## src/hw/rtl/magnetometer_heading_top_macros.svh

```systemverilog
// Assertion macros shared by the magnetometer heading RTL.
`ifndef MAGNETOMETER_HEADING_TOP_MACROS_SVH
`define MAGNETOMETER_HEADING_TOP_MACROS_SVH

// Check that an expression holds at every clock edge outside reset.
`define MH_ASSERT_ALWAYS(label, clk, rst, expr, msg) \
   label: assert property (@(posedge clk) disable iff (rst) (expr)) else $error(msg);

// Check that a consequence holds in the same cycle as its condition.
`define MH_ASSERT_IMPLY(label, clk, rst, ante, cons, msg) \
   label: assert property (@(posedge clk) disable iff (rst) (ante) |-> (cons)) else $error(msg);

`endif

```

## src/hw/rtl/mh_pkg.sv

```systemverilog
// Package with the widths, constants, arctangent table and payload type of the heading pipeline.
package mh_pkg;

   localparam int IN_W          = 16;
   localparam int OUT_W         = 16;
   localparam int FRAC_SHIFT    = 20;
   localparam int XY_W          = 40;
   localparam int Z_W           = 25;
   localparam int SUM_W         = 26;
   localparam int RND_SHIFT     = 8;
   localparam int R_W           = SUM_W - RND_SHIFT;
   localparam int ANG_LEN       = 24;
   localparam int CORDIC_STAGES = 16;
   localparam int NUM_STAGES    = (CORDIC_STAGES < ANG_LEN) ? CORDIC_STAGES : ANG_LEN;

   localparam logic signed [Z_W-1:0]   QUARTER_FINE = Z_W'(2949120);
   localparam logic signed [IN_W-1:0]  DECL_LIMIT   = IN_W'(23040);
   localparam logic signed [R_W-1:0]   FULL_TURN    = R_W'(46080);
   localparam logic [OUT_W-1:0]        HEADING_MAX  = OUT_W'(46079);
   localparam logic [RND_SHIFT-1:0]    RND_HALF     = 8'h80;

   // atan(2^-i) in degrees, scaled by 2^15
   function automatic logic signed [Z_W-1:0] ang_entry(input int idx);
      logic signed [Z_W-1:0] val;
      case (idx)
         0:  val = Z_W'(1474560);
         1:  val = Z_W'(870484);
         2:  val = Z_W'(459940);
         3:  val = Z_W'(233473);
         4:  val = Z_W'(117189);
         5:  val = Z_W'(58652);
         6:  val = Z_W'(29333);
         7:  val = Z_W'(14667);
         8:  val = Z_W'(7334);
         9:  val = Z_W'(3667);
         10: val = Z_W'(1833);
         11: val = Z_W'(917);
         12: val = Z_W'(458);
         13: val = Z_W'(229);
         14: val = Z_W'(115);
         15: val = Z_W'(57);
         16: val = Z_W'(29);
         17: val = Z_W'(14);
         18: val = Z_W'(7);
         19: val = Z_W'(4);
         20: val = Z_W'(2);
         21: val = Z_W'(1);
         default: val = '0;
      endcase
      return val;
   endfunction

   typedef struct packed {
      logic                   zero;
      logic signed [XY_W-1:0] x;
      logic signed [XY_W-1:0] y;
      logic signed [Z_W-1:0]  z;
   } mh_vec_type;

endpackage

```

## src/hw/rtl/magnetometer_heading_top.sv

```systemverilog
// Top level of the compass heading pipeline: magnetometer X/Y in, heading out.
//
//   group   dir  handshake            payload
//   req_    in   req_tvalid/tready    tdata[15:0] field_x, [31:16] field_y
//   rsp_    out  rsp_tvalid/tready    tdata[15:0] heading (1/128 degree)
//   csr_    in   csr_wr_en            csr_wr_data declination (1/128 degree)
//
// Throughput: one request per cycle while the response side is not stalled.
// Pipeline: one input fold stage, one register per CORDIC micro-rotation and
// one declination/round/wrap stage.
// Reset clears all valid bits and the declination register; no clearing pass.
// Stalls: each stage holds its item while the stage after it is full and
// stalled, so empty slots fill up and a request is taken while any slot is free.
`include "magnetometer_heading_top_macros.svh"

module magnetometer_heading_top (
   input  logic        clock,
   input  logic        reset,
   // csr: declination, signed
   input  logic        csr_wr_en,
   input  logic [15:0] csr_wr_data,
   // request
   input  logic        req_tvalid,
   output logic        req_tready,
   input  logic [31:0] req_tdata,    // [15:0] field_x, [31:16] field_y
   // response
   output logic        rsp_tvalid,
   input  logic        rsp_tready,
   output logic [15:0] rsp_tdata     // [15:0] heading
);

   logic               pre_valid;
   logic               pre_ready;
   mh_pkg::mh_vec_type pre_vec;
   logic               cor_valid;
   logic               cor_ready;
   mh_pkg::mh_vec_type cor_vec;

   // fold the vector into the right half plane
   mh_prerot u_prerot (
      .clock     (clock),
      .reset     (reset),
      .in_valid  (req_tvalid),
      .in_ready  (req_tready),
      .field_x   ($signed(req_tdata[15:0])),
      .field_y   ($signed(req_tdata[31:16])),
      .out_valid (pre_valid),
      .out_ready (pre_ready),
      .out_vec   (pre_vec)
   );

   // drive y to zero while accumulating the angle
   mh_cordic u_cordic (
      .clock     (clock),
      .reset     (reset),
      .in_valid  (pre_valid),
      .in_ready  (pre_ready),
      .in_vec    (pre_vec),
      .out_valid (cor_valid),
      .out_ready (cor_ready),
      .out_vec   (cor_vec)
   );

   // add declination, round and wrap; the output register sits here
   mh_post u_post (
      .clock       (clock),
      .reset       (reset),
      .csr_wr_en   (csr_wr_en),
      .csr_wr_data ($signed(csr_wr_data)),
      .in_valid    (cor_valid),
      .in_ready    (cor_ready),
      .in_vec      (cor_vec),
      .out_valid   (rsp_tvalid),
      .out_ready   (rsp_tready),
      .out_heading (rsp_tdata)
   );

   `MH_ASSERT_IMPLY(a_top_heading_range, clock, reset, rsp_tvalid, rsp_tdata <= mh_pkg::HEADING_MAX, "heading beyond one turn")

endmodule

```

## src/hw/rtl/mh_prerot.sv

```systemverilog
// Input stage: scale the X/Y pair and fold the left half plane into x >= 0.
`include "magnetometer_heading_top_macros.svh"

module mh_prerot (
   input  logic                          clock,
   input  logic                          reset,
   input  logic                          in_valid,
   output logic                          in_ready,
   input  logic signed [mh_pkg::IN_W-1:0] field_x,
   input  logic signed [mh_pkg::IN_W-1:0] field_y,
   output logic                          out_valid,
   input  logic                          out_ready,
   output mh_pkg::mh_vec_type            out_vec
);

   localparam int EXT_W = mh_pkg::XY_W - mh_pkg::IN_W - mh_pkg::FRAC_SHIFT;

   logic                           valid_ff;
   mh_pkg::mh_vec_type             vec_ff;
   mh_pkg::mh_vec_type             vec_in;
   logic signed [mh_pkg::XY_W-1:0] x_sc;
   logic signed [mh_pkg::XY_W-1:0] y_sc;

   assign x_sc = {{EXT_W{field_x[mh_pkg::IN_W-1]}}, field_x, {mh_pkg::FRAC_SHIFT{1'b0}}};
   assign y_sc = {{EXT_W{field_y[mh_pkg::IN_W-1]}}, field_y, {mh_pkg::FRAC_SHIFT{1'b0}}};

   always_comb begin
      vec_in.zero = (field_x == '0) && (field_y == '0);
      if (vec_in.zero) begin
         vec_in.x = '0;
         vec_in.y = '0;
         vec_in.z = '0;
      end else if (x_sc < 0) begin
         if (y_sc >= 0) begin
            vec_in.x = y_sc;
            vec_in.y = -x_sc;
            vec_in.z = mh_pkg::QUARTER_FINE;
         end else begin
            vec_in.x = -y_sc;
            vec_in.y = x_sc;
            vec_in.z = -mh_pkg::QUARTER_FINE;
         end
      end else begin
         vec_in.x = x_sc;
         vec_in.y = y_sc;
         vec_in.z = '0;
      end
   end

   assign in_ready = !valid_ff || out_ready;

   always_ff @(posedge clock) begin
      if (reset) begin
         valid_ff <= 1'b0;
      end else if (in_ready) begin
         valid_ff <= in_valid;
      end
   end

   always_ff @(posedge clock) begin
      if (in_ready && in_valid) begin
         vec_ff <= vec_in;
      end
   end

   assign out_valid = valid_ff;
   assign out_vec   = vec_ff;

   `MH_ASSERT_IMPLY(a_prerot_x_nonneg, clock, reset, valid_ff, vec_ff.x >= 0, "folded x is negative")

endmodule

```

## src/hw/rtl/mh_cordic.sv

```systemverilog
// CORDIC vectoring pipeline: one register stage per micro-rotation.
`include "magnetometer_heading_top_macros.svh"

module mh_cordic (
   input  logic               clock,
   input  logic               reset,
   input  logic               in_valid,
   output logic               in_ready,
   input  mh_pkg::mh_vec_type in_vec,
   output logic               out_valid,
   input  logic               out_ready,
   output mh_pkg::mh_vec_type out_vec
);

   localparam int LAST = mh_pkg::NUM_STAGES - 1;

   logic               valid_ff [mh_pkg::NUM_STAGES];
   mh_pkg::mh_vec_type vec_ff   [mh_pkg::NUM_STAGES];
   logic               stg_ready[mh_pkg::NUM_STAGES];

   for (genvar k = 0; k < mh_pkg::NUM_STAGES; k++) begin : g_stage
      logic                           prev_valid;
      mh_pkg::mh_vec_type             prev_vec;
      logic                           next_ready;
      logic signed [mh_pkg::XY_W-1:0] xs;
      logic signed [mh_pkg::XY_W-1:0] ys;
      mh_pkg::mh_vec_type             vec_in;

      if (k == 0) begin : g_head
         assign prev_valid = in_valid;
         assign prev_vec   = in_vec;
      end else begin : g_body
         assign prev_valid = valid_ff[k-1];
         assign prev_vec   = vec_ff[k-1];
      end

      if (k == LAST) begin : g_tail
         assign next_ready = out_ready;
      end else begin : g_mid
         assign next_ready = stg_ready[k+1];
      end

      assign stg_ready[k] = !valid_ff[k] || next_ready;

      assign xs = prev_vec.x >>> k;
      assign ys = prev_vec.y >>> k;

      // rotate clockwise while y is above the axis
      always_comb begin
         vec_in.zero = prev_vec.zero;
         if (prev_vec.y > 0) begin
            vec_in.x = prev_vec.x + ys;
            vec_in.y = prev_vec.y - xs;
            vec_in.z = prev_vec.z + mh_pkg::ang_entry(k);
         end else begin
            vec_in.x = prev_vec.x - ys;
            vec_in.y = prev_vec.y + xs;
            vec_in.z = prev_vec.z - mh_pkg::ang_entry(k);
         end
      end

      always_ff @(posedge clock) begin
         if (reset) begin
            valid_ff[k] <= 1'b0;
         end else if (stg_ready[k]) begin
            valid_ff[k] <= prev_valid;
         end
      end

      always_ff @(posedge clock) begin
         if (stg_ready[k] && prev_valid) begin
            vec_ff[k] <= vec_in;
         end
      end
   end

   assign in_ready  = stg_ready[0];
   assign out_valid = valid_ff[LAST];
   assign out_vec   = vec_ff[LAST];

   `MH_ASSERT_IMPLY(a_cordic_zero_stays, clock, reset, valid_ff[LAST] && vec_ff[LAST].zero, (vec_ff[LAST].x == 0) && (vec_ff[LAST].y == 0), "zero vector picked up magnitude")

endmodule

```

## src/hw/rtl/mh_post.sv

```systemverilog
// Output stage: add declination, round to 1/128 degree, wrap into one turn; holds the declination register.
`include "magnetometer_heading_top_macros.svh"

module mh_post (
   input  logic                           clock,
   input  logic                           reset,
   input  logic                           csr_wr_en,
   input  logic signed [mh_pkg::IN_W-1:0]  csr_wr_data,
   input  logic                           in_valid,
   output logic                           in_ready,
   input  mh_pkg::mh_vec_type             in_vec,
   output logic                           out_valid,
   input  logic                           out_ready,
   output logic [mh_pkg::OUT_W-1:0]        out_heading
);

   logic                             valid_ff;
   logic [mh_pkg::OUT_W-1:0]         heading_ff;
   logic [mh_pkg::OUT_W-1:0]         heading_in;
   logic signed [mh_pkg::IN_W-1:0]   decl_ff;
   logic signed [mh_pkg::IN_W-1:0]   decl_in;
   logic signed [mh_pkg::Z_W-1:0]    angle;
   logic signed [mh_pkg::SUM_W-1:0]  sum;
   logic signed [mh_pkg::R_W-1:0]    rnd;
   logic signed [mh_pkg::R_W-1:0]    wrapped;

   // saturate at write time
   always_comb begin
      if (csr_wr_data > mh_pkg::DECL_LIMIT) begin
         decl_in = mh_pkg::DECL_LIMIT;
      end else if (csr_wr_data < -mh_pkg::DECL_LIMIT) begin
         decl_in = -mh_pkg::DECL_LIMIT;
      end else begin
         decl_in = csr_wr_data;
      end
   end

   always_ff @(posedge clock) begin
      if (reset) begin
         decl_ff <= '0;
      end else if (csr_wr_en) begin
         decl_ff <= decl_in;
      end
   end

   // declination*256 plus the rounding half folds into one concatenated addend
   assign angle = in_vec.zero ? '0 : in_vec.z;
   assign sum   = mh_pkg::SUM_W'(angle) + mh_pkg::SUM_W'($signed({decl_ff, mh_pkg::RND_HALF}));
   assign rnd   = sum[mh_pkg::SUM_W-1:mh_pkg::RND_SHIFT];

   always_comb begin
      if (rnd < 0) begin
         wrapped = rnd + mh_pkg::FULL_TURN;
      end else if (rnd >= mh_pkg::FULL_TURN) begin
         wrapped = rnd - mh_pkg::FULL_TURN;
      end else begin
         wrapped = rnd;
      end
   end

   assign heading_in = wrapped[mh_pkg::OUT_W-1:0];
   assign in_ready   = !valid_ff || out_ready;

   always_ff @(posedge clock) begin
      if (reset) begin
         valid_ff <= 1'b0;
      end else if (in_ready) begin
         valid_ff <= in_valid;
      end
   end

   always_ff @(posedge clock) begin
      if (in_ready && in_valid) begin
         heading_ff <= heading_in;
      end
   end

   assign out_valid   = valid_ff;
   assign out_heading = heading_ff;

   `MH_ASSERT_ALWAYS(a_post_decl_range, clock, reset, (decl_ff <= mh_pkg::DECL_LIMIT) && (decl_ff >= -mh_pkg::DECL_LIMIT), "declination outside limits")

endmodule
```

## config.mk

```make
export PLATFORM = sky130hd
export DESIGN_NAME = magnetometer_heading_top
export DESIGN_NICKNAME = d
export VERILOG_FILES = /design/src/hw/rtl/mh_pkg.sv /design/src/hw/rtl/magnetometer_heading_top.sv /design/src/hw/rtl/mh_prerot.sv /design/src/hw/rtl/mh_cordic.sv /design/src/hw/rtl/mh_post.sv
export VERILOG_INCLUDE_DIRS = /design/src /design/src/hw/rtl
export SDC_FILE = /design/constraint.sdc
export NUM_CORES = 2
export LEC_CHECK = 0
export BUFFER_PORTS_ARGS = -buffer_cell sky130_fd_sc_hd__clkbuf_2
export CORE_UTILIZATION = 29
export DETAILED_ROUTE_END_ITERATION = 16
export GPL_TIMING_DRIVEN = 0
export SYNTH_ARGS = -nofsm -noshare
export SYNTH_HDL_FRONTEND = slang
export SYNTH_SLANG_ARGS = --single-unit
```

## constraint.sdc

```tcl
create_clock -name clock -period 16.7 [get_ports clock]
set_input_delay 5.01 -clock clock [delete_from_list [all_inputs] [get_ports clock]]
set_output_delay 5.01 -clock clock [all_outputs]
set_load 0.01 [all_outputs]
```

==> results.json <==
{
  "drt_iter0_markers": 5398,
  "synth_common_cells": "1408 x edfxtp_1, 1322 x ha_1, 1254 x xnor2_1",
  "cts_hold_buf": 0,
  "netlist_instances": 12310,
  "gr-total-overflow": 0,
  "drt-total-wl_mm": 304.9,
  "synth_top_area_cell": "edfxtp_1",
  "slowest_delay_ps": 520,
  "crit_end": "req_tready",
  "coreArea_um2": 404100,
  "ys_types": 88,
  "reg2reg_to": "u_cordic.vec_ff[1][275]$_DFFE_PP_",
  "slew_headroom": 0.03087,
  "fin_nets": 14000,
  "crit_start": "rsp_tready",
  "max_freq_mhz": 73.87,
  "num_vias": 91320,
  "synth_simple_gate_area_share": 0.1462,
  "drv_cap": 0,
  "worstPathCellList": "clkbuf_2, nor2b_1, nand3_1, nor2_1, and2_1, and3_1, and3_1, nand3_1, nor2_1, nand3_1, nor2_1, nand3_1, clkbuf_2",
  "drcViolationCount": 0,
  "synth_compound_area_frac": 0.1847,
  "syn_avg_cell_area_um2": 9.593,
  "cts_tree": "yes",
  "grt_use_total": 0.1432,
  "synth_xor_area_frac": 0.1359,
  "crit_buf_inv": 2,
  "antenna_found_initial": 7,
  "postCtsSetupRepairBufs": 0,
  "yosys_warnings": 0,
  "slowest_stage": "and3_1",
  "cts-root-buf": "clkbuf_16",
  "path_clk_slew_ps": 60,
  "critPathTopFamily": "simple AND/OR/NAND/NOR gates",
  "numCtsBuffers": 172,
  "synth.most_common_cell": "edfxtp_1",
  "synth-seq-area-share": 0.3610,
  "clock-sinks": 1426,
  "gr-usage-met1": 0.1712,
  "criticalPathCategory": "in2out",
  "status": "completed",
  "vias_per_cell": 5.034,
  "met2_usage": 0.2557,
  "place.gp.congestion": 0.9290,
  "rsz0062_at_grt": "no",
  "hold_path.class": "reg2reg",
  "cp_max_fo": 6,
  "die_w_um": 640.2,
  "worstPathArrival_ps": 8530,
  "grt_max_degree": 75,
  "die-area_um2": 409900,
  "p_per_area_nw_per_um2": 67.29,
  "dp_hpwl_mm": 248.2,
  "fin_skew_ps": 96.96,
  "required_ps": 11690,
  "worst_pin_slew_ps": 1440,
  "r2r_slack_ps": 6780,
  "critical_path.most_common_cell": "nand3_1",
  "syn_to_final_growth_pct": 11.73,
  "synth_flop_cell": "edfxtp_1",
  "synthMuxAreaShare": 0.003390,
  "io_buffers": 67,
  "die_h_um": 640.2,
  "r2r_start": "u_cordic.vec_ff[1][151]$_DFFE_PP_",
  "synth_top_area_frac": 0.3580,
  "htree_levels": 4,
  "ir_worst_vdd_v": 0.00006619,
  "fin_crit_sh": 0.8106,
  "endpoint_kind": "output pin",
  "layout_min_cycle_time_ps": 13540,
  "grt_pass1_vias": 87440,
  "grtUsageMet3": 0.01644,
  "ioPinCount": 71,
  "leakage_nw": 50.69,
  "holdWs_ps": 399.3,
  "hold_viol_final": 0,
  "drive_gt1_frac": 0.04257,
  "post_cts_resize_count": 0,
  "fill_cells": 41580,
  "post-route-util": 0.3266,
  "synth-async-reset-ratio": 0,
  "grt_busiest_layer": "met2",
  "ys_ff_latch": 1426,
  "synth_edf_count": 1408,
  "synthAdderAreaFrac": 0.1458,
  "clock_latency_ps": 890,
  "cts.path.max_buffers": 4,
  "synth_top_family_by_area": "compound AO/OA/AOI/OAI gates",
  "final-max-slew-violation-count": 0,
  "cp.depth": 13,
  "initial_utilization": 0.2923,
  "setup_viol": 0,
  "num_rows": 233,
  "syn_area_um2": 118100,
  "reg2reg_depth": 27,
  "worst_setup_path_start_kind": "input port",
  "first_pass_iters": 8,
  "ant_nets": 0,
  "grt_pass1_wl_mm": 476.8,
  "synth.area.top_cells": "edfxtp_1 36%, ha_1 14%, xnor2_1 9.3%",
  "wire_per_inst_um": 16.81
}
[per-layer routing]
layer	vias to the layer above	wire, um
li1	46140	-
met2	1865	147600
met4	0	14660
met5	-	0
met3	631	12230
met1	42680	130500
[sequential cells by signal (all words and copies together), names as in the netlist]
name,count
u_prerot.out_valid,1
u_post.out_valid,1
u_prerot.out_vec,43
u_post.out_heading,16
u_cordic.vec_ff,1333
u_cordic.valid_ff,16
u_post.decl_ff,16
[metrics by stage]
stage	setup TNS [ps]	power [mW]	std cells	worst slack (ps)	cell area (um2)
after floorplan	0	4.834	12320	2455	118100
after global placement	-288230	5.034	17790	-1717	125200
after detailed placement	0	5.041	17820	3061	126100
after CTS	0	9.001	18130	3060	131900
after global routing	0	9.240	18140	2828	132000
final	0	8.879	18140	3163	132000
[power by group]
| part | leakage (nW) | internal (mW) | total, mW | switching (mW) |
|---|---|---|---|---|
| registers | 12.9 | 4.00 | 4.06 | 0.0544 |
| logic | 34.9 | 0.402 | 0.914 | 0.512 |
| clock network | 2.83 | 2.34 | 3.91 | 1.57 |
[how the worst min path moves through the flow]
stage	endpoint	depth (start not counted)	start
global placement	u_cordic.vec_ff[1][317]$_DFFE_PP_	0	u_cordic.vec_ff[1][211]$_DFFE_PP_
global route	u_cordic.vec_ff[0][847]$_DFFE_PP_	0	u_cordic.vec_ff[0][741]$_DFFE_PP_
finish	u_cordic.vec_ff[0][847]$_DFFE_PP_	0	u_cordic.vec_ff[0][741]$_DFFE_PP_
detailed placement	u_cordic.vec_ff[1][741]$_DFFE_PP_	0	u_cordic.vec_ff[1][635]$_DFFE_PP_
floorplan	u_cordic.vec_ff[0][105]$_DFFE_PP_	0	u_prerot.out_vec[105]$_DFFE_PP_
CTS	u_cordic.vec_ff[0][847]$_DFFE_PP_	0	u_cordic.vec_ff[0][741]$_DFFE_PP_
[cells in the final DEF, fill, tap and decap left out, types with 208 or more instances in the layout]
cell type / n
nor3_1: 338
nor2_1: 1032
inv_1: 520
xnor2_1: 1254
a21oi_1: 1084
nand2b_1: 208
ha_1: 1322
edfxtp_1: 1408
xor2_1: 579
nand2_1: 685
a21o_1: 413
nor2b_1: 251
o21ai_0: 709
[layout make-up]
type / count / area, um2 / share of cell area
well taps: 5405 / 6763 / 0.05125
clock inverters: 109 / 1257 / 0.009529
flip-flops and latches: 1426 / 42640 / 0.3231
plain buffers: 188 / 734.5 / 0.005566
multi-input cells: 10170 / 72910 / 0.5525
diodes: 6 / 15.01 / 0.0001138
inverters: 527 / 1991 / 0.01508
clock buffers: 203 / 4589 / 0.03478
repair buffers: 104 / 1061 / 0.008040
[logic make-up after synthesis]
family	count (synthesis)
xor+xnor	1833
buf+inv	715
mux	39
flops	1426
fa+ha+maj	1356
compound gates	3442
simple gates	3501
other cells	1
No activity file was read; power rests on OpenSTA's default activity.
